File: src/sv/ipwl_pkg.sv
`timescale 1ns / 1ps

package ipwl_pkg;

    localparam logic [1:0] KIND_CLEAR  = 2'd0;
    localparam logic [1:0] KIND_ADD    = 2'd1;
    localparam logic [1:0] KIND_LOOKUP = 2'd2;

    localparam logic [1:0] ST_OK         = 2'd0;
    localparam logic [1:0] ST_BAD_PREFIX = 2'd1;
    localparam logic [1:0] ST_FULL       = 2'd2;

    localparam logic [7:0] V4_MAX_PREFIX = 8'd32;
    localparam logic [7:0] V6_MAX_PREFIX = 8'd128;

    typedef struct packed {
        logic [1:0]  kind;
        logic        is_v6;
        logic [63:0] addr_hi;
        logic [63:0] addr_lo;
        logic [7:0]  prefix_len;
    } req_t;

    typedef struct packed {
        logic       matched;
        logic [1:0] status;
    } rsp_t;

    typedef struct packed {
        logic        family;
        logic [7:0]  prefix;
        logic [63:0] addr_hi;
        logic [63:0] addr_lo;
    } entry_t;

    // controller -> datapath
    typedef struct packed {
        logic load;
        logic clear;
        logic write;
        logic scan_init;
        logic issue;
    } ctl_cmd_t;

    // datapath -> controller
    typedef struct packed {
        logic [1:0] kind;
        logic       prefix_ok;
        logic       full;
        logic       empty;
        logic       more;
        logic       hit;
        logic       miss_end;
    } dp_stat_t;

    function automatic logic entry_covers(entry_t e, req_t k);
        logic [127:0] m6;
        logic [31:0]  m4;
        logic         hit;
        m6 = ~({128{1'b1}} >> e.prefix);
        m4 = ~(32'hffff_ffff >> e.prefix);
        if (e.family != k.is_v6)
            hit = 1'b0;
        else if (e.family)
            hit = ((({e.addr_hi, e.addr_lo}) ^ ({k.addr_hi, k.addr_lo})) & m6) == 128'd0;
        else
            hit = ((e.addr_lo[31:0] ^ k.addr_lo[31:0]) & m4) == 32'd0;
        return hit;
    endfunction

endpackage

File: src/sv/ip_prefix_whitelist_match_top.sv
`timescale 1ns / 1ps

// IPv4/IPv6 prefix table with clear, add and lookup words. A word is taken
// when start is high and busy is low; its single result shows on rsp for
// one cycle with done high, and the receiver cannot stall it. Clear, add and
// unused kinds answer from the decide state. A lookup walks the stored
// entries through the table memory's one read port, one entry per cycle,
// and answers on the first hit or after the last entry; on an empty table it
// answers from the decide state like the other kinds. busy drops
// in the same cycle that done is high, so the next word can be taken at the
// same edge as the result.
module ip_prefix_whitelist_match_top #(
    parameter int TABLE_ENTRIES = 16
) (
    input  logic           clk,
    input  logic           rst_n,
    input  logic           start,
    output logic           busy,
    input  ipwl_pkg::req_t req,
    output logic           done,
    output ipwl_pkg::rsp_t rsp
);

    ipwl_pkg::ctl_cmd_t cmd;
    ipwl_pkg::dp_stat_t stat;

    ipwl_ctrl u_ctrl (
        .clk   (clk),
        .rst_n (rst_n),
        .start (start),
        .busy  (busy),
        .done  (done),
        .rsp   (rsp),
        .cmd   (cmd),
        .stat  (stat)
    );

    ipwl_datapath #(
        .TABLE_ENTRIES (TABLE_ENTRIES)
    ) u_dp (
        .clk   (clk),
        .rst_n (rst_n),
        .req   (req),
        .cmd   (cmd),
        .stat  (stat)
    );

endmodule

File: src/sv/ipwl_ram.sv
`timescale 1ns / 1ps

module ipwl_ram #(
    parameter int WIDTH  = 8,
    parameter int DEPTH  = 16,
    parameter int ADDR_W = (DEPTH > 1) ? $clog2(DEPTH) : 1
) (
    input  logic              clk,
    input  logic              we,
    input  logic [ADDR_W-1:0] waddr,
    input  logic [WIDTH-1:0]  wdata,
    input  logic              re,
    input  logic [ADDR_W-1:0] raddr,
    output logic [WIDTH-1:0]  rdata
);

    logic [WIDTH-1:0] mem [DEPTH];
    logic [WIDTH-1:0] rdata_reg;

    always_ff @(posedge clk)
    begin
        if (we)
        begin
            mem[waddr] <= wdata;
        end
        if (re)
        begin
            rdata_reg <= mem[raddr];
        end
    end

    assign rdata = rdata_reg;

endmodule

File: src/sv/ipwl_datapath.sv
`timescale 1ns / 1ps

module ipwl_datapath #(
    parameter int TABLE_ENTRIES = 16
) (
    input  logic              clk,
    input  logic              rst_n,
    input  ipwl_pkg::req_t    req,
    input  ipwl_pkg::ctl_cmd_t cmd,
    output ipwl_pkg::dp_stat_t stat
);

    localparam int AW = (TABLE_ENTRIES > 1) ? $clog2(TABLE_ENTRIES) : 1;
    localparam int CW = $clog2(TABLE_ENTRIES + 1);

    ipwl_pkg::req_t   key_reg;
    ipwl_pkg::req_t   key_next;
    logic [CW-1:0]    count_reg;
    logic [CW-1:0]    count_next;
    logic [CW-1:0]    idx_reg;
    logic [CW-1:0]    idx_next;
    logic             rv_reg;
    logic             last_reg;
    logic             last_next;
    ipwl_pkg::entry_t wr_entry;
    ipwl_pkg::entry_t rd_entry;
    logic             covers;

    // IPv4 keeps only the low 32 address bits
    always_comb
    begin
        key_next = req;
        if (!req.is_v6)
        begin
            key_next.addr_hi = 64'd0;
            key_next.addr_lo = {32'd0, req.addr_lo[31:0]};
        end
    end

    always_comb
    begin
        count_next = count_reg;
        if (cmd.clear)
            count_next = '0;
        else if (cmd.write)
            count_next = count_reg + CW'(1);
        idx_next = idx_reg;
        if (cmd.scan_init)
            idx_next = '0;
        else if (cmd.issue)
            idx_next = idx_reg + CW'(1);
        last_next = (idx_reg + CW'(1)) == count_reg;
    end

    always_ff @(posedge clk or negedge rst_n)
    begin
        if (!rst_n)
        begin
            count_reg <= '0;
            idx_reg   <= '0;
            rv_reg    <= 1'b0;
            last_reg  <= 1'b0;
        end
        else
        begin
            count_reg <= count_next;
            idx_reg   <= idx_next;
            rv_reg    <= cmd.issue;
            last_reg  <= last_next;
        end
    end

    always_ff @(posedge clk)
    begin
        if (cmd.load)
        begin
            key_reg <= key_next;
        end
    end

    assign wr_entry.family  = key_reg.is_v6;
    assign wr_entry.prefix  = key_reg.prefix_len;
    assign wr_entry.addr_hi = key_reg.addr_hi;
    assign wr_entry.addr_lo = key_reg.addr_lo;

    ipwl_ram #(
        .WIDTH ($bits(ipwl_pkg::entry_t)),
        .DEPTH (TABLE_ENTRIES)
    ) u_ram (
        .clk   (clk),
        .we    (cmd.write),
        .waddr (count_reg[AW-1:0]),
        .wdata (wr_entry),
        .re    (cmd.issue),
        .raddr (idx_reg[AW-1:0]),
        .rdata (rd_entry)
    );

    assign covers = ipwl_pkg::entry_covers(rd_entry, key_reg);

    always_comb
    begin
        stat.kind = key_reg.kind;
        if (key_reg.is_v6)
            stat.prefix_ok = (key_reg.prefix_len != 8'd0) &&
                             (key_reg.prefix_len <= ipwl_pkg::V6_MAX_PREFIX);
        else
            stat.prefix_ok = (key_reg.prefix_len != 8'd0) &&
                             (key_reg.prefix_len <= ipwl_pkg::V4_MAX_PREFIX);
        stat.full     = count_reg == CW'(TABLE_ENTRIES);
        stat.empty    = count_reg == '0;
        stat.more     = idx_reg < count_reg;
        stat.hit      = rv_reg && covers;
        stat.miss_end = rv_reg && last_reg && !covers;
    end

endmodule

File: src/sv/ipwl_ctrl.sv
`timescale 1ns / 1ps

module ipwl_ctrl (
    input  logic               clk,
    input  logic               rst_n,
    input  logic               start,
    output logic               busy,
    output logic               done,
    output ipwl_pkg::rsp_t     rsp,
    output ipwl_pkg::ctl_cmd_t cmd,
    input  ipwl_pkg::dp_stat_t stat
);

    typedef enum logic [1:0] {
        S_IDLE,
        S_DECIDE,
        S_SCAN
    } state_t;

    state_t         state_reg;
    state_t         state_next;
    logic           busy_reg;
    logic           busy_next;
    logic           done_reg;
    logic           done_next;
    ipwl_pkg::rsp_t rsp_reg;
    ipwl_pkg::rsp_t rsp_next;

    always_comb
    begin
        state_next = state_reg;
        busy_next  = busy_reg;
        done_next  = 1'b0;
        rsp_next   = '0;
        cmd        = '0;
        case (state_reg)
            S_IDLE:
            begin
                if (start)
                begin
                    cmd.load   = 1'b1;
                    busy_next  = 1'b1;
                    state_next = S_DECIDE;
                end
            end
            S_DECIDE:
            begin
                done_next  = 1'b1;
                busy_next  = 1'b0;
                state_next = S_IDLE;
                case (stat.kind)
                    ipwl_pkg::KIND_CLEAR:
                    begin
                        cmd.clear = 1'b1;
                    end
                    ipwl_pkg::KIND_ADD:
                    begin
                        if (!stat.prefix_ok)
                            rsp_next.status = ipwl_pkg::ST_BAD_PREFIX;
                        else if (stat.full)
                            rsp_next.status = ipwl_pkg::ST_FULL;
                        else
                            cmd.write = 1'b1;
                    end
                    ipwl_pkg::KIND_LOOKUP:
                    begin
                        if (!stat.empty)
                        begin
                            cmd.scan_init = 1'b1;
                            done_next     = 1'b0;
                            busy_next     = 1'b1;
                            state_next    = S_SCAN;
                        end
                    end
                    default:
                    begin
                        // unused kind: plain zero result
                    end
                endcase
            end
            S_SCAN:
            begin
                cmd.issue = stat.more;
                if (stat.hit || stat.miss_end)
                begin
                    done_next        = 1'b1;
                    busy_next        = 1'b0;
                    rsp_next.matched = stat.hit;
                    state_next       = S_IDLE;
                end
            end
            default:
            begin
                busy_next  = 1'b0;
                state_next = S_IDLE;
            end
        endcase
    end

    always_ff @(posedge clk or negedge rst_n)
    begin
        if (!rst_n)
        begin
            state_reg <= S_IDLE;
            busy_reg  <= 1'b0;
            done_reg  <= 1'b0;
            rsp_reg   <= '0;
        end
        else
        begin
            state_reg <= state_next;
            busy_reg  <= busy_next;
            done_reg  <= done_next;
            rsp_reg   <= rsp_next;
        end
    end

    assign busy = busy_reg;
    assign done = done_reg;
    assign rsp  = rsp_reg;

endmodule

File: config.mk
export PLATFORM = sky130hd
export DESIGN_NAME = ip_prefix_whitelist_match_top
export DESIGN_NICKNAME = d
export VERILOG_FILES = /design/src/sv/ipwl_pkg.sv /design/src/sv/ip_prefix_whitelist_match_top.sv /design/src/sv/ipwl_ram.sv /design/src/sv/ipwl_datapath.sv /design/src/sv/ipwl_ctrl.sv
export SDC_FILE = /design/constraint.sdc
export NUM_CORES = 2
export LEC_CHECK = 0
export BUFFER_PORTS_ARGS = -buffer_cell sky130_fd_sc_hd__buf_2
export CAP_MARGIN = 20
export CORE_MARGIN = 2
export CORE_UTILIZATION = 45
export CTS_CLUSTER_SIZE = 28
export DETAILED_ROUTE_END_ITERATION = 16
export SETUP_SLACK_MARGIN = 0.02
export SLEW_MARGIN = 30
export SYNTH_ARGS = -nofsm -noshare
export SYNTH_HDL_FRONTEND = slang
export SYNTH_SLANG_ARGS = --single-unit
File: constraint.sdc
create_clock -name clk -period 18.6 [get_ports clk]
set_input_delay 5.58 -clock clk [delete_from_list [all_inputs] [get_ports clk]]
set_output_delay 5.58 -clock clk [all_outputs]
set_load 0.02 [all_outputs]
Word level (Yosys, flattened, before mapping)
Memory sizes are Yosys's and may differ from the RTL's. A register that Yosys moved wholly into a read port is not among the register bits.
Cells that the tools add are included.

word-level totals
  register bits = 158
  bits in latches = 0
  memory bits (writable) = 2192
  ROM bits = 0
  output and inout port bits = 5
  word-level logic and storage cells = 91
  memories kept = 1

memory list
  memory          words  width  rd ports  clocked after memory_dff  write ports  line            text
  u_dp.u_ram.mem  16     137    1         1                         1            ipwl_ram.sv:17  logic [WIDTH-1:0] mem [DEPTH];

operators by class
  add/subtract/negate cells = 2
  multipliers = 0
  divide/modulo/power cells = 0
  magnitude comparators = 3
  equal/unequal tests = 9
  shift-type cells = 2
  mux-type cells = 37
  bitwise operators = 6
  reductions and logical operators = 16

operators by type and width
  operator                 count
  $and 128x128->128        1
  $logic_not 128->1        1
  $not 128->128            1
  $shr 128x8->128 const A  1
  $xor 128x128->128        1
  $and 32x32->32           1
  $logic_not 32->1         1
  $not 32->32              1
  $shr 32x8->32 const A    1
  $xor 32x32->32           1
  $mux 1                   21
  $mux 5                   4
  $mux 2                   8
  $add 5x1->5 const B      2
  $le 8x6->1 const B       1
  $le 8x8->1 const B       1
  $reduce_bool 8->1        1
  $pmux 2 s3               1
  $eq 5x5->1               1
  $eq 5x5->1 const B       1
  $logic_and 1x1->1        5
  $logic_not 5->1          1
  $lt 5x5->1               1
  $eq 2x1->1 const B       2
  other kinds (12)         15

Depth between registers and ports, before layout
  depth in word-level cells = 11
  mapped depth = 14
  depth with buffers taken out = 10

Cells and area by module
From an unflattened synthesis, not the netlist that was laid out.

unflattened totals
  cells, all modules = 4475
  area, all modules = 95969.5 sq um

by module, submodules not included
  module         instances  cells an instance  area an instance (sq um)  seq. area each (sq um)
  ipwl_ram       1          3599               86526.7                   69937.1
  ipwl_datapath  1          842                9039.9                    4474.3
  ipwl_ctrl      1          34                 402.9                     175.2

Worst setup path after synthesis
No wires, ideal clock.

  path kind = reg2reg
  start point = register u_dp.key_reg[0] in the netlist's numbering
  end point = memory u_dp.u_ram.mem[2][0] in the netlist's numbering (enable)
  library setup time = 1016 ps
  arrival = 16222 ps
  setup slack = 1362 ps
  stages on the path, launching flop included = 8
  path buffers = 0
  period minus slack after synthesis = 17238 ps
  path through = edfxtp_1 > or4_1 > nor2_1 > mux2_2 > o31ai_1 > and4b_1 > nand2_1 > nor4b_1

between the ends
  cells in the longest elaborated chain, start to end = 8
  elaborated cells on any way between the ends = 11
  those cells by class = order compare: 2; mux: 6; reduce/logical: 3

RTL lines
  item                                         line                                        text
  start: declaration                           ipwl_datapath.sv:16                         ipwl_pkg::req_t key_reg;
  start signal: assignment                     ipwl_datapath.sv:77                         key_reg <= key_next;
  $le 8x6->1, or another cell as far along     ipwl_datapath.sv:109                        (key_reg.prefix_len <= ipwl_pkg::V4_MAX_PREFIX);
  $logic_and 1x1->1, on equally long branches  ipwl_datapath.sv:108, ipwl_datapath.sv:105
  $mux 1 (*)                                   ipwl_datapath.sv:104                        if (key_reg.is_v6)
  $mux 1 (*)                                   ipwl_ctrl.sv:58                             if (!stat.prefix_ok)
  $mux 1 (*)                                   ipwl_ctrl.sv:51                             case (stat.kind)
  $mux 3 (*)                                   ipwl_ctrl.sv:36                             case (state_reg)
  $mux 1 (*)                                   ipwl_ram.sv:22                              if (we)
  $mux 1 (not written as such) (*)             ipwl_ram.sv:24                              mem[waddr] <= wdata;
  end: declaration                             ipwl_ram.sv:17

Every way passes the cells marked *; elsewhere a longest branch is shown, timed or not.

Worst setup path in the final report
  start point = register u_ctrl.busy_reg, in the netlist u_ctrl.busy
  end point = output port busy

RTL lines
  item                      line                                 text
  start: declaration        ipwl_ctrl.sv:22                      logic busy_reg;
  start signal: assignment  ipwl_ctrl.sv:112                     busy_reg <= busy_next;
  end: declaration          ip_prefix_whitelist_match_top.sv:18  output logic busy,

No word-level cell between the ends.

==> impl_results.html <==
<table>
<tr><th>Metric</th><th>Value</th></tr>
<tr><th colspan="2">CTS</th></tr>
<tr><td>Buffers inserted during post-CTS setup optimization</td><td>0</td></tr>
<tr><td>Root Buffer Master</td><td>clkbuf_16</td></tr>
<tr><td>CTS tree</td><td>built</td></tr>
<tr><td>Maximum buffer depth of the clock tree</td><td>4</td></tr>
<tr><td>Post-cts repair resize count</td><td>0</td></tr>
<tr><td>CTS HTree Levels</td><td>5</td></tr>
<tr><td>Number of buffers added to fix hold violations after cts</td><td>0</td></tr>
<tr><td>Clock insertion delay at the later pin of the skew report</td><td>between 900 and 1000 ps</td></tr>
<tr><td>Number of buffers created by CTS</td><td>280</td></tr>
<tr><td>TritonCTS sink count</td><td>2487</td></tr>
<tr><td>Clock transition at path regs</td><td>60 ps</td></tr>
<tr><th colspan="2">GRT</th></tr>
<tr><td>Overflow after GRT</td><td>0</td></tr>
<tr><td>Global router's overall resource usage</td><td>approximately 23%</td></tr>
<tr><td>Pin count of the biggest net entering global routing</td><td>around 160</td></tr>
<tr><td>Wire length of the first global-routing pass</td><td>~360000 um</td></tr>
<tr><td>Via count of the first global-routing pass</td><td>around 50000</td></tr>
<tr><td>Antenna violations before repair</td><td>5</td></tr>
<tr><th colspan="2">Floorplan</th></tr>
<tr><td>Placeable core area</td><td>around 0.21 mm2</td></tr>
<tr><td>Number of primary I/O pins</td><td>about 150</td></tr>
<tr><td>Starting density of the core</td><td>between 40% and 50%</td></tr>
<tr><td>Area of the die</td><td>between 0.2 and 0.25 mm2</td></tr>
<tr><td>Die boundary height</td><td>between 400 and 500 um</td></tr>
<tr><td>Die width</td><td>between 400 and 500 um</td></tr>
<tr><td>Cell Rows</td><td>170</td></tr>
<tr><th colspan="2">Finish</th></tr>
<tr><td>Final net count</td><td>5554</td></tr>
<tr><td>Layout fillers</td><td>between 15000 and 20000</td></tr>
<tr><td>Most common library cell in the layout ignoring fill and taps</td><td>edfxtp_1</td></tr>
<tr><td>Post-route cell area</td><td>0.1099 mm2</td></tr>
<tr><td>Largest register FFs</td><td>about 2200</td></tr>
<tr><td>Most used cells in the layout excluding fill and tap cells</td><td>edfxtp_1 (2468), mux2i_1 (413), o21ai_0 (322)</td></tr>
<tr><td>Layout cells sized above 1</td><td>18.92%</td></tr>
<tr><td>Relative area change from synthesis to final layout</td><td>13.00%</td></tr>
<tr><td>End-of-flow core utilization</td><td>51.18%</td></tr>
<tr><th colspan="2">Placement</th></tr>
<tr><td>Placed cell area</td><td>0.1015 mm2</td></tr>
<tr><td>Placer's final routability congestion estimate</td><td>approximately 0.9</td></tr>
<tr><td>Estimated wirelength of the detail-placed design</td><td>129000 um</td></tr>
<tr><td>I/O Buffers</td><td>146</td></tr>
<tr><th colspan="2">Detailed routing</th></tr>
<tr><td>DRC</td><td>0</td></tr>
<tr><td>First-pass iteration count of the detailed router</td><td>6</td></tr>
<tr><td>Number of DRC violations after detailed-routing iteration 0</td><td>roughly 5400</td></tr>
<tr><td>Number of nets with antenna violations after detailed routing</td><td>0</td></tr>
<tr><td>Drt wl/cell</td><td>around 30 um</td></tr>
<tr><td>Via count</td><td>slightly above 50000</td></tr>
<tr><td>DRT Wirelength</td><td>252500 um</td></tr>
<tr><td>Vias per inst</td><td>roughly 6.0</td></tr>
<tr><th colspan="2">Timing</th></tr>
<tr><td>Worst slew margin</td><td>around 29%</td></tr>
<tr><td>Maximum clock frequency</td><td>0.1429 GHz</td></tr>
<tr><td>Final number of setup-violating endpoints</td><td>0</td></tr>
<tr><td>Final Cycle Share</td><td>37.63%</td></tr>
<tr><td>Sum of negative setup slack</td><td>0 ps</td></tr>
<tr><td>Post-layout minimum cycle time</td><td>7000 ps</td></tr>
<tr><td>Slew of the pin with the lowest slew margin</td><td>1069 ps</td></tr>
<tr><td>RSZ-0062 raised after global routing</td><td>false</td></tr>
<tr><td>Clk_skew</td><td>52.59 ps</td></tr>
<tr><td>Slew Viols, Final</td><td>0</td></tr>
<tr><td>Number of endpoints with negative hold slack in the final report</td><td>0</td></tr>
<tr><th colspan="2">Power and ir drop</th></tr>
<tr><td>Switching pwr</td><td>0.003205 W</td></tr>
<tr><td>Worst IR Drop VDD</td><td>roughly 0.087 mV</td></tr>
<tr><td>Pwr per Cell Area</td><td>roughly 120 mW/mm2</td></tr>
<tr><td>Portion of total power attributed to the clock network</td><td>between 30% and 40%</td></tr>
<tr><td>Cell internal pwr</td><td>a little over 0.01 W</td></tr>
<tr><td>Comb power frac</td><td>a little over a tenth</td></tr>
<tr><td>Switching Share</td><td>between 20% and 30%</td></tr>
<tr><td>Static Leakage</td><td>~34 nW</td></tr>
<tr><td>Proportion of power drawn by flip-flops and latches</td><td>51.1%</td></tr>
<tr><th colspan="2">Setup path</th></tr>
<tr><td>Master of the slowest instance on the critical path</td><td>dfrtp_1</td></tr>
<tr><td>Reg-to-reg critical path endpoint</td><td>u_dp.u_ram.mem[7][57]</td></tr>
<tr><td>Worst path max stage delay</td><td>about 370 ps</td></tr>
<tr><td>Crit Path Max Fanout</td><td>2</td></tr>
<tr><td>Worst r2r path cells</td><td>10</td></tr>
<tr><td>Worst-path cell chain</td><td>buf_2</td></tr>
<tr><td>Required time of the worst setup path</td><td>~13000 ps</td></tr>
<tr><td>Kind of cell adding the most delay to the critical path</td><td>flip-flops</td></tr>
<tr><td>Start-to-end type of the worst setup path</td><td>register to primary output</td></tr>
<tr><td>Critical Path Start Type</td><td>register</td></tr>
<tr><td>Reg-to-reg critical path startpoint</td><td>u_dp.key_reg[0]</td></tr>
<tr><td>Crit. End Element</td><td>primary output</td></tr>
<tr><td>Crit path DAT</td><td>around 1400 ps</td></tr>
<tr><td>Buffering stage count on the worst path with inverters included</td><td>1</td></tr>
<tr><td>Slack of the worst reg-to-reg path</td><td>12800 ps</td></tr>
<tr><th colspan="2">Logic synthesis</th></tr>
<tr><td>Cell count after synthesis</td><td>5156</td></tr>
<tr><td>Count of yosys warnings during synthesis</td><td>0</td></tr>
<tr><td>Most instantiated flip-flop cell in the synthesis netlist</td><td>edfxtp_1</td></tr>
<tr><td>Mapped Nets</td><td>roughly 5300</td></tr>
<tr><td>Count of unique library cells instantiated by Yosys</td><td>78</td></tr>
<tr><td>Number of flops mapped to enable cells by yosys</td><td>about 2500</td></tr>
<tr><td>Sequential fraction of the synthesis area</td><td>76.66%</td></tr>
<tr><td>Area of the mapped netlist</td><td>roughly 0.097 mm2</td></tr>
<tr><td>Number of storage elements in the synthesis netlist</td><td>between 2000 and 2500</td></tr>
<tr><td>Async set or reset register ratio after synthesis</td><td>less than 1%</td></tr>
<tr><td>Mapped Avg Cell Area</td><td>roughly 19 um2</td></tr>
<tr><th colspan="2">Min path</th></tr>
<tr><td>Worst Min Path Start</td><td>u_dp.stat[7]</td></tr>
<tr><td>Hold Path Cell Cnt</td><td>1</td></tr>
<tr><td>Worst min-delay path endpoint</td><td>u_ctrl.rsp[0]</td></tr>
<tr><td>Classification of the worst-slack hold path</td><td>register to register</td></tr>
<tr><th colspan="2">Run status</th></tr>
<tr><td>Run status</td><td>finished, final reports clean</td></tr>
<tr><th colspan="2">Flow run</th></tr>
<tr><td>Max-cap viol count</td><td>0</td></tr>
</table>
-- cell type report --
class                   instances  area (um2)  share of cell area [%]
flip-flops and latches       2487       74600                   67.86
well taps                    2838        3551                   3.230
inverters                      21       78.83                 0.07170
repair buffers                244        1674                   1.523
clock buffers                 353        7471                   6.795
diodes                          3       7.507                0.006828
clock inverters               117       914.6                  0.8319
multi-input cells            2365       21640                   19.69
-- per-layer routing --
layer | vias to the layer above | wire length, um | part of all wire [%] | GRT usage, %
met2 | 1817 | 124600 | 49 | 37.83
met1 | 26720 | 108200 | 43 | 32.08
met4 | 0 | 5689 | 2.3 | 5.662
met5 | - | 0 | 0 | 0
li1 | 21500 | - | - | -
met3 | 398 | 13990 | 5.5 | 2.921
-- worst max path at each step --
| stage | start | end | slack [ps] | cells after the start |
|---|---|---|---|---|
| after detailed placement | start | u_dp.key_reg[66] | 10650 | 5 |
| after global routing | start | u_dp.key_reg[73] | 11500 | 5 |
| after CTS | u_ctrl.busy | busy | 11530 | 1 |
| after global placement | start | u_dp.key_reg[66] | 10740 | 5 |
| final | u_ctrl.busy | busy | 11600 | 1 |
| after floorplan | u_dp.key_reg[0] | u_dp.u_ram.mem[2][0] | 1360 | 7 |
-- kinds of logic after synthesis --
kind of cell	after synthesis	share of synthesized area [%]
flip-flops	2487	76.66
adder cells (fa/ha/maj)	17	0.2083
XOR/XNOR	145	1.305
AO/OA/AOI/OAI	909	5.896
buffers and inverters	304	1.233
multiplexers	826	12.20
AND/OR/NAND/NOR	468	2.490
-- stage by stage --
stage	cells	power (W)	hold slack, ps	worst slack (ps)
2_1_floorplan	5156	0.007857	454.3	1362
3_3_place_gp	7954	0.008329	533.1	10740
3_5_place_dp	7954	0.008350	528.9	10650
4_1_cts	8424	0.01348	532.1	11530
5_1_grt	8427	0.01381	540.7	11500
6_report	8428	0.01337	534.1	11600
-- cells in the mapped netlist (5+ instances only) --
master	number	area share, %
edfxtp_1	2468	76
mux2i_1	413	4.2
o21ai_0	322	1.7
mux4_2	274	6.3
clkbuf_1	207	0.80
a21oi_1	196	1.0
nand2_1	170	0.66
a22oi_1	145	1.1
a221oi_1	139	1.3
mux2_2	138	1.6
and2_1	113	0.73
xor2_1	88	0.79
xnor2_1	57	0.51
buf_1	50	0.19
nor2_1	49	0.19
inv_1	21	0.081
nor4_1	21	0.14
buf_2	19	0.098
dfrtp_1	19	0.49
nand3_1	19	0.098
nand4_1	17	0.11
ha_1	13	0.17
o22ai_1	12	0.077
a31oi_1	11	0.071
and3_1	11	0.071
nor2b_1	9	0.058
nor3_1	9	0.046
o31ai_1	9	0.069
o211ai_1	8	0.062
a21o_1	7	0.054
nor4b_1	7	0.063
or3_1	7	0.045
nand2b_1	6	0.039
o2111ai_1	6	0.054
o21ai_1	6	0.031
or4_1	6	0.046
o21a_1	5	0.039
o221ai_1	5	0.045
-- power by group through the flow --
stage | sequential [W] | clock [W] | combinational (W)
floorplan | 0.00681 | 0 | 0.00105
global placement | 0.00693 | 0 | 0.00140
detailed placement | 0.00694 | 0 | 0.00141
CTS | 0.00683 | 0.00524 | 0.00141
global route | 0.00686 | 0.00545 | 0.00150
finish | 0.00683 | 0.00515 | 0.00140
Note: power is estimated with default switching activity, not from simulation.
